## config.mk

```make
export PLATFORM = sky130hd
export DESIGN_NAME = button_controlled_led_pwm_dimmer
export DESIGN_NICKNAME = d
export VERILOG_FILES = /design/src/bpwm_pkg.sv /design/src/bpwm_in_stage.sv /design/src/bpwm_ctrl.sv /design/src/bpwm_out_stage.sv /design/src/button_controlled_led_pwm_dimmer.sv
export SDC_FILE = /design/constraint.sdc
export NUM_CORES = 1
export LEC_CHECK = 0
export ABC_AREA = 1
export BUFFER_PORTS_ARGS = -buffer_cell sky130_fd_sc_hd__buf_2
export CORE_AREA = 2 2 134 136
export CTS_BUF_LIST = sky130_fd_sc_hd__clkbuf_8
export CTS_CLUSTER_SIZE = 30
export DETAILED_ROUTE_END_ITERATION = 6
export DIE_AREA = 0 0 136 138
export GPL_TIMING_DRIVEN = 0
export PLACE_DENSITY = 0.87
export SLEW_MARGIN = 20
export SYNTH_ARGS = -nofsm -noshare
export SYNTH_HDL_FRONTEND = slang
export SYNTH_SLANG_ARGS = --single-unit
```

## constraint.sdc

```tcl
create_clock -name clk -period 18.4 [get_ports clk]
set_input_delay 0.92 -clock clk [delete_from_list [all_inputs] [get_ports clk]]
set_output_delay 0.92 -clock clk [all_outputs]
set_load 0.03 [all_outputs]
```

## src/bpwm_pkg.sv

```systemverilog
// Shared types, constants and the button priority decode for the PWM dimmer.
// No dependencies; every other file in src/ refers to this package by scoped names.
`default_nettype none

package bpwm_pkg;

  localparam int NUM_CHANNELS = 3;
  localparam int CH_W         = $clog2(NUM_CHANNELS + 1);
  localparam int LED_N        = (NUM_CHANNELS < 3) ? NUM_CHANNELS : 3;

  localparam int BRIGHT_W = 7;
  localparam int PERIOD_W = 10;
  localparam int TICK_W   = 10;
  localparam int PROD_W   = BRIGHT_W + PERIOD_W;

  localparam logic [BRIGHT_W-1:0] FULL_BRIGHT  = 7'd100;
  localparam logic [BRIGHT_W-1:0] BRIGHT_STEP  = 7'd10;
  localparam logic [PERIOD_W-1:0] PERIOD_RESET = 10'd20;
  localparam logic [PROD_W-1:0]   PCT_SCALE    = 17'd100;

  // button levels, 0 = pressed
  typedef struct packed {
    logic next;
    logic prev;
    logic increase;
    logic decrease;
    logic toggle;
  } btn_t;

  typedef struct packed {
    logic [2:0]          leds;
    logic [1:0]          channel;
    logic [BRIGHT_W-1:0] brightness;
  } result_t;

  typedef enum logic [2:0] {
    ACT_NONE,
    ACT_NEXT,
    ACT_PREV,
    ACT_INC,
    ACT_DEC,
    ACT_TOGGLE
  } action_t;

  // first pressed button wins, in order next, prev, increase, decrease, toggle
  function automatic action_t pick_action(btn_t b);
    action_t a;
    if (!b.next) begin
      a = ACT_NEXT;
    end else if (!b.prev) begin
      a = ACT_PREV;
    end else if (!b.increase) begin
      a = ACT_INC;
    end else if (!b.decrease) begin
      a = ACT_DEC;
    end else if (!b.toggle) begin
      a = ACT_TOGGLE;
    end else begin
      a = ACT_NONE;
    end
    return a;
  endfunction

endpackage

`default_nettype wire

```

## src/bpwm_in_stage.sv

```systemverilog
// Input register for one tick's button levels, with valid/stall handshake.
// Depends on bpwm_pkg.
`default_nettype none

module bpwm_in_stage (
  input  wire logic          clk,
  input  wire logic          rst,
  input  wire logic          in_valid,
  output logic               in_stall,
  input  wire bpwm_pkg::btn_t btn_in,
  input  wire logic          drain,
  output logic               hold_valid,
  output bpwm_pkg::btn_t     hold_btn
);

  logic take;

  // stage can load when empty or when its transaction moves on this cycle
  assign in_stall = hold_valid && !drain;
  assign take     = in_valid && !in_stall;

  always_ff @(posedge clk) begin
    if (rst) begin
      hold_valid <= 1'b0;
    end else if (take) begin
      hold_valid <= 1'b1;
    end else if (drain) begin
      hold_valid <= 1'b0;
    end
  end

  always_ff @(posedge clk) begin
    if (take) begin
      hold_btn <= btn_in;
    end
  end

endmodule

`default_nettype wire

```

## src/bpwm_ctrl.sv

```systemverilog
// Dimmer state and per-tick update: press lock, channel select, brightness,
// tick counter, period register and PWM drive levels. Depends on bpwm_pkg.
`default_nettype none

module bpwm_ctrl (
  input  wire logic                              clk,
  input  wire logic                              rst,
  input  wire logic                              cfg_wr_en,
  input  wire logic [bpwm_pkg::PERIOD_W-1:0]     cfg_wr_data,
  input  wire logic                              fire,
  input  wire bpwm_pkg::btn_t                    btn,
  output bpwm_pkg::result_t                      res
);

  localparam int N = bpwm_pkg::NUM_CHANNELS;

  logic [bpwm_pkg::PERIOD_W-1:0] period;
  logic [bpwm_pkg::TICK_W-1:0]   tick;
  logic [bpwm_pkg::CH_W-1:0]     chosen;
  logic [bpwm_pkg::BRIGHT_W-1:0] bright [N];
  logic                          press_lock;
  logic [N-1:0]                  drive;

  logic [bpwm_pkg::TICK_W-1:0]   tick_next;
  logic [bpwm_pkg::CH_W-1:0]     chosen_next;
  logic [bpwm_pkg::BRIGHT_W-1:0] bright_next [N];
  logic                          lock_next;
  logic [N-1:0]                  drive_next;

  bpwm_pkg::action_t             act;
  logic                          all_released;
  logic                          lock_eff;
  logic [bpwm_pkg::CH_W-1:0]     cur;
  logic [bpwm_pkg::BRIGHT_W-1:0] b_cur;
  logic [bpwm_pkg::BRIGHT_W-1:0] b_new;
  logic [bpwm_pkg::BRIGHT_W:0]   b_sum;
  logic                          b_write;
  logic                          wrap;
  logic [bpwm_pkg::TICK_W:0]     tick_inc;
  logic [bpwm_pkg::PROD_W-1:0]   tick_scaled;
  logic [bpwm_pkg::PROD_W-1:0]   on_scaled [N];
  logic [bpwm_pkg::BRIGHT_W-1:0] out_bright;
  logic [2:0]                    out_leds;

  always_comb begin
    act          = bpwm_pkg::pick_action(btn);
    all_released = &btn;
    lock_eff     = press_lock && !all_released;

    cur = chosen;
    if (chosen == '0 || chosen > bpwm_pkg::CH_W'(N)) begin
      cur = bpwm_pkg::CH_W'(1);
    end

    b_cur = '0;
    for (int i = 0; i < N; i++) begin
      if (cur == bpwm_pkg::CH_W'(i + 1)) begin
        b_cur = b_cur | bright[i];
      end
    end

    b_sum       = {1'b0, b_cur} + {1'b0, bpwm_pkg::BRIGHT_STEP};
    b_new       = b_cur;
    b_write     = 1'b0;
    chosen_next = cur;
    lock_next   = lock_eff;

    if (!lock_eff) begin
      case (act)
        bpwm_pkg::ACT_NEXT: begin
          chosen_next = (cur >= bpwm_pkg::CH_W'(N)) ? bpwm_pkg::CH_W'(1)
                                                     : cur + bpwm_pkg::CH_W'(1);
          lock_next   = 1'b1;
        end
        bpwm_pkg::ACT_PREV: begin
          chosen_next = (cur <= bpwm_pkg::CH_W'(1)) ? bpwm_pkg::CH_W'(N)
                                                     : cur - bpwm_pkg::CH_W'(1);
          lock_next   = 1'b1;
        end
        bpwm_pkg::ACT_INC: begin
          if (b_cur < bpwm_pkg::FULL_BRIGHT) begin
            b_new = (b_sum > {1'b0, bpwm_pkg::FULL_BRIGHT}) ? bpwm_pkg::FULL_BRIGHT
                                                            : b_sum[bpwm_pkg::BRIGHT_W-1:0];
          end
          b_write   = 1'b1;
          lock_next = 1'b1;
        end
        bpwm_pkg::ACT_DEC: begin
          b_new     = (b_cur > bpwm_pkg::BRIGHT_STEP) ? b_cur - bpwm_pkg::BRIGHT_STEP : '0;
          b_write   = 1'b1;
          lock_next = 1'b1;
        end
        bpwm_pkg::ACT_TOGGLE: begin
          b_new     = (b_cur == bpwm_pkg::FULL_BRIGHT) ? '0 : bpwm_pkg::FULL_BRIGHT;
          b_write   = 1'b1;
          lock_next = 1'b1;
        end
        default: begin
        end
      endcase
    end

    for (int i = 0; i < N; i++) begin
      bright_next[i] = (b_write && cur == bpwm_pkg::CH_W'(i + 1)) ? b_new : bright[i];
    end

    // tick < floor(b*period/100)  <=>  100*(tick+1) <= b*period
    wrap        = tick >= period;
    tick_inc    = {1'b0, tick} + {{bpwm_pkg::TICK_W{1'b0}}, 1'b1};
    tick_scaled = bpwm_pkg::PROD_W'(tick_inc) * bpwm_pkg::PCT_SCALE;
    for (int i = 0; i < N; i++) begin
      on_scaled[i]  = bpwm_pkg::PROD_W'(bright_next[i]) * bpwm_pkg::PROD_W'(period);
      drive_next[i] = wrap ? drive[i] : (tick_scaled <= on_scaled[i]);
    end
    tick_next = wrap ? bpwm_pkg::TICK_W'(1) : tick_inc[bpwm_pkg::TICK_W-1:0];

    out_bright = '0;
    for (int i = 0; i < N; i++) begin
      if (chosen_next == bpwm_pkg::CH_W'(i + 1)) begin
        out_bright = out_bright | bright_next[i];
      end
    end
    out_leds = '0;
    for (int i = 0; i < bpwm_pkg::LED_N; i++) begin
      out_leds[i] = drive_next[i];
    end

    res.leds       = out_leds;
    res.channel    = 2'(chosen_next);
    res.brightness = out_bright;
  end

  always_ff @(posedge clk) begin
    if (rst) begin
      period <= bpwm_pkg::PERIOD_RESET;
    end else if (cfg_wr_en) begin
      period <= cfg_wr_data;
    end
  end

  always_ff @(posedge clk) begin
    if (rst) begin
      tick       <= '0;
      chosen     <= bpwm_pkg::CH_W'(1);
      press_lock <= 1'b0;
      drive      <= '0;
      for (int i = 0; i < N; i++) begin
        bright[i] <= '0;
      end
    end else if (fire) begin
      tick       <= tick_next;
      chosen     <= chosen_next;
      press_lock <= lock_next;
      drive      <= drive_next;
      for (int i = 0; i < N; i++) begin
        bright[i] <= bright_next[i];
      end
    end
  end

endmodule

`default_nettype wire

```

## src/bpwm_out_stage.sv

```systemverilog
// Result register with valid/stall handshake on the output side.
// Depends on bpwm_pkg.
`default_nettype none

module bpwm_out_stage (
  input  wire logic              clk,
  input  wire logic              rst,
  input  wire logic              load,
  input  wire bpwm_pkg::result_t res_in,
  output logic                   open,
  output logic                   out_valid,
  input  wire logic              out_stall,
  output bpwm_pkg::result_t      res_out
);

  // free when empty or when the waiting transaction leaves this cycle
  assign open = !out_valid || !out_stall;

  always_ff @(posedge clk) begin
    if (rst) begin
      out_valid <= 1'b0;
    end else if (load) begin
      out_valid <= 1'b1;
    end else if (!out_stall) begin
      out_valid <= 1'b0;
    end
  end

  always_ff @(posedge clk) begin
    if (load) begin
      res_out <= res_in;
    end
  end

endmodule

`default_nettype wire

```

## src/button_controlled_led_pwm_dimmer.sv

```systemverilog
// Top level of the button-controlled PWM LED dimmer.
// Depends on bpwm_pkg, bpwm_in_stage, bpwm_ctrl and bpwm_out_stage.
//
//   port group   handshake              payload
//   ----------   --------------------   -----------------------------------------------
//   tick in      in_valid / in_stall    btn_next btn_prev btn_increase btn_decrease
//                                       btn_toggle
//   result out   out_valid / out_stall  led_red led_green led_blue selected_channel
//                                       selected_brightness
//   config       cfg_wr_en              cfg_wr_data (period in ticks)
//
// One transaction per cycle sustained while out_stall is low. Each transaction passes
// through the input register, then the update logic into the result register, whose
// load raises out_valid.
// rst is synchronous: period 20, counter 0, channel 1, all brightness and drives 0.
// A stalled result holds the result register; the input register keeps taking one
// more transaction, after which in_stall follows out_stall.
`default_nettype none

module button_controlled_led_pwm_dimmer (
  input  wire logic                          clk,
  input  wire logic                          rst,
  input  wire logic                          cfg_wr_en,
  input  wire logic [bpwm_pkg::PERIOD_W-1:0] cfg_wr_data,
  input  wire logic                          in_valid,
  output logic                               in_stall,
  input  wire logic                          btn_next,
  input  wire logic                          btn_prev,
  input  wire logic                          btn_increase,
  input  wire logic                          btn_decrease,
  input  wire logic                          btn_toggle,
  output logic                               out_valid,
  input  wire logic                          out_stall,
  output logic                               led_red,
  output logic                               led_green,
  output logic                               led_blue,
  output logic [1:0]                         selected_channel,
  output logic [bpwm_pkg::BRIGHT_W-1:0]      selected_brightness
);

  bpwm_pkg::btn_t    btn_in;
  bpwm_pkg::btn_t    hold_btn;
  bpwm_pkg::result_t res_next;
  bpwm_pkg::result_t res_out;
  logic              hold_valid;
  logic              out_open;
  logic              fire;

  assign btn_in.next     = btn_next;
  assign btn_in.prev     = btn_prev;
  assign btn_in.increase = btn_increase;
  assign btn_in.decrease = btn_decrease;
  assign btn_in.toggle   = btn_toggle;

  assign fire = hold_valid && out_open;

  bpwm_in_stage u_in (
    .clk        (clk),
    .rst        (rst),
    .in_valid   (in_valid),
    .in_stall   (in_stall),
    .btn_in     (btn_in),
    .drain      (out_open),
    .hold_valid (hold_valid),
    .hold_btn   (hold_btn)
  );

  bpwm_ctrl u_ctrl (
    .clk         (clk),
    .rst         (rst),
    .cfg_wr_en   (cfg_wr_en),
    .cfg_wr_data (cfg_wr_data),
    .fire        (fire),
    .btn         (hold_btn),
    .res         (res_next)
  );

  bpwm_out_stage u_out (
    .clk       (clk),
    .rst       (rst),
    .load      (fire),
    .res_in    (res_next),
    .open      (out_open),
    .out_valid (out_valid),
    .out_stall (out_stall),
    .res_out   (res_out)
  );

  assign led_red             = res_out.leds[0];
  assign led_green           = res_out.leds[1];
  assign led_blue            = res_out.leds[2];
  assign selected_channel    = res_out.channel;
  assign selected_brightness = res_out.brightness;

endmodule

`default_nettype wire
```

==> impl_metrics.csv <==
group,metric,value,unit
run_status,status,"complete, but fails checks",
run_status,violations,"DRC",
clock_tree,cts-root-buf,"clkbuf_8",
pwr,power.switching,0.000391,W
sta,period_needed,8.21,ns
pwr,swShare,48.3,%
worst_setup_path,cp-start-kind,"register",
clock_tree,cts_resized,0,
pwr,pwr-share-seq,21.5,%
logic_synthesis,synth_simple_gate_area_share,19.9,%
logic_synthesis,avgSynthCellArea,7.81,µm²
floorplanning,core_area,17500,µm²
logic_synthesis,synth_compound_area_share,9.54,%
pwr,clkPwrFrac,16.6,%
sta,skew,0.0182,ns
floorplanning,start_util,68.4,%
routing,drt_iter0_drc,1283,
floorplanning,core.rowCount,49,
logic_synthesis,seq_area_frac_synth,14.2,%
sta,finalHoldViolCount,0,
floorplanning,die_x,136,µm
logic_synthesis,netlist_instances,1536,
sta,setup_tns,0,ns
clock_tree,cts.sinks,66,
cells_and_area,drive_above_1_share,8.26,%
place,place_congestion,0.950,
worst_setup_path,slowest_delay,0.55,ns
pwr,power.density,63.7,nW/µm²
cells_and_area,area_growth,5.78,%
routing,drc,12,
logic_synthesis,synth_area_leaders,"ha_1 21%, fa_1 21%, edfxtp_1 9.5%, inv_1 8.6%, nand2_1 8.5%",
min_path,min_path_type,"register to register",
logic_synthesis,synth_cell_types,53,
routing,antenna_left,0,
logic_synthesis,yosysMostFrequentCell,"inv_1",
logic_synthesis,ys_ff_latch,66,
sta,fmax,0.122,GHz
worst_setup_path,cp-end-kind,"register",
clock_tree,tritoncts,"done",
logic_synthesis,synth_ff_type,"edfxtp_1",
pwr,p_leak,6.77,nW
sta,setup_viol,0,
sta,worst_pin_slew,1.07,ns
worst_setup_path,cp_data_arrival_time,8.35,ns
cells_and_area,fin_nets,1923,
clock_tree,clock_latency,0.39,ns
cells_and_area,utilization,72.4,%
logic_synthesis,synth_xor_area_share,4.75,%
clock_tree,cts_buffer_depth,2,
logic_synthesis,ys_async_sr_fraction,0,%
global_route,grt_pass1_vias,10600,
logic_synthesis,synthesis.area,12000,µm²
logic_synthesis,synth_top_family_by_area,"adder cells",
routing,dr.pass1.iters,7,
flow_run,cap_violations,0,
sta,max_slew_margin,28.5,%
logic_synthesis,synthTopCellsByCount,"276 x inv_1, 272 x nand2_1, 205 x nor2_1, 199 x ha_1, 123 x fa_1",
pwr,p_int,0.000418,W
place,portBuffers,33,
worst_setup_path,slowest_stage,"fa_1",
worst_setup_path,critPathRequiredTime,18.54,ns
clock_tree,cts_setup_buffers,0,
logic_synthesis,synth_area_leader_cell,"ha_1",
worst_setup_path,cp_max_fo,10,
global_route,antenna_found_initial,0,
logic_synthesis,synth_top_cell_area_share,20.8,%
routing,totalWireLength,32300,µm
logic_synthesis,ys_warn_count,0,
floorplanning,ioPinCount,34,
global_route,grt_usage,35.7,%
logic_synthesis,syn-num-nets,1878,
sta,holdWs,0.465,ns
logic_synthesis,synth_mux_area_share,0,%
sta,fin_crit_sh,44.6,%
clock_tree,htree_levels,3,
logic_synthesis,synth-adder-area-share,41.3,%
routing,wl_per_cell,17.8,µm
routing,viasPerCell,5.86,
worst_setup_path,path_class,"register to register",
sta,maxSlewViolCount,0,
clock_tree,clk_pin_slew_worst_paths,0.09,ns
pwr,combPwrFrac,62.0,%
clock_tree,ctsHoldBuffers,0,
cells_and_area,antennaDiodeCount,0,
global_route,grt-ovfl-total,0,
floorplanning,die_h,138,µm
global_route,grt_first_pass_wirelength,52100,µm
place,dp_hpwl,26000,µm
worst_setup_path,crit_top_cell,"nand2_1",
floorplanning,die-area,18800,µm²
pwr,ir_drop,0.0000471,V
clock_tree,numCtsBuffers,9,
sta,rsz0062_at_grt,"no",
logic_synthesis,synth_edf_count,38,
routing,via_count,10600,
global_route,grt_max_degree,24,
[per-stage QoR]
stage                     setup WS (ns)  instance area (µm²)  instances  total power, W
after floorplan                   11.29                12000       1536        0.000549
after global placement            10.40                12400       1798        0.000643
after detailed placement          10.32                12500       1799        0.000664
after CTS                         10.26                12700       1815        0.000797
after global routing               9.57                12700       1815        0.000878
final                             10.19                12700       1815        0.000808
[sequential cells by signal, summed over array words and instances, names as in the netlist]
name               cells
u_ctrl.press_lock      1
u_ctrl.chosen          2
u_ctrl.tick           10
u_ctrl.period         10
u_in.hold_valid        1
u_out.out_valid        1
u_ctrl.bright         21
u_ctrl.drive           3
u_in.hold_btn          5
u_out.res_out         12
[metal layers]
metal | routed length (µm) | vias up | GRT usage [%]
met2 | 14600 | 628 | 57.4
met3 | 3370 | 168 | 7.59
met5 | 0 | - | 0.529
li1 | - | 4952 | -
met4 | 2130 | 0 | 17.3
met1 | 12100 | 4883 | 45.6
[power by group through the flow]
stage | registers [W] | logic (W) | clock network [W]
6_report | 0.000174 | 0.000501 | 0.000134
5_1_grt | 0.000174 | 0.000566 | 0.000138
4_1_cts | 0.000173 | 0.000493 | 0.000131
3_5_place_dp | 0.000177 | 0.000488 | 0
3_3_place_gp | 0.000176 | 0.000467 | 0
2_1_floorplan | 0.000179 | 0.000370 | 0
[final cells by class]
type	instances	area, µm²
clock inverters	7	77.6
flip-flops and latches	66	1700
repair buffers	34	193
well taps	229	287
clock buffers	9	124
plain buffers	26	116
fillers	1363	4850
multi-input cells	1144	9060
inverters	300	1130
[worst paths after layout]
path                                 start                            to  slack [ns]  cells after the start
max          u_ctrl.chosen[1]$_SDFFE_PP0P_   u_out.res_out[10]$_DFFE_PP_       10.19                     42
min           u_ctrl.drive[1]$_SDFFE_PP0P_  u_ctrl.drive[1]$_SDFFE_PP0P_        0.47                      2
max reg2reg  u_ctrl.chosen[1]$_SDFFE_PP0P_   u_out.res_out[10]$_DFFE_PP_       10.19                     42
min reg2reg   u_ctrl.drive[1]$_SDFFE_PP0P_  u_ctrl.drive[1]$_SDFFE_PP0P_        0.47                      2
[worst max-delay path: cells and delay by family (launching register included)]
family	cells	cell delay, ns
adder cells (fa/ha/maj)	7	2.95
AND/OR/NAND/NOR	17	2.04
AO/OA/AOI/OAI	12	1.92
buffers and inverters	5	0.57
flip-flops	1	0.40
XOR/XNOR	1	0.09
[layout by cell type, fill, tap and decap left out, drive strengths merged, types with 4 or more instances in the layout]
master	Yosys	layout
or2	7	7
a21boi	9	9
clkinv	2	6
ha	199	199
a211oi	4	4
a21oi	75	75
a31oi	11	11
o22ai	12	12
o21ai	52	52
buf	4	38
dfxtp	28	28
nand2	287	287
fa	123	123
xor2	43	43
edfxtp	38	38
nand3	48	48
o211ai	5	5
inv	298	299
nor2	210	210
nand4	13	13
xnor2	22	22
clkbuf	22	31
a21o	5	5
[logic make-up after synthesis]
kind of cell	after synthesis
simple gates	575
buf+inv	326
fa+ha+maj	322
compound gates	182
flops	66
xor+xnor	65
No activity file was read; power rests on OpenSTA's default activity.
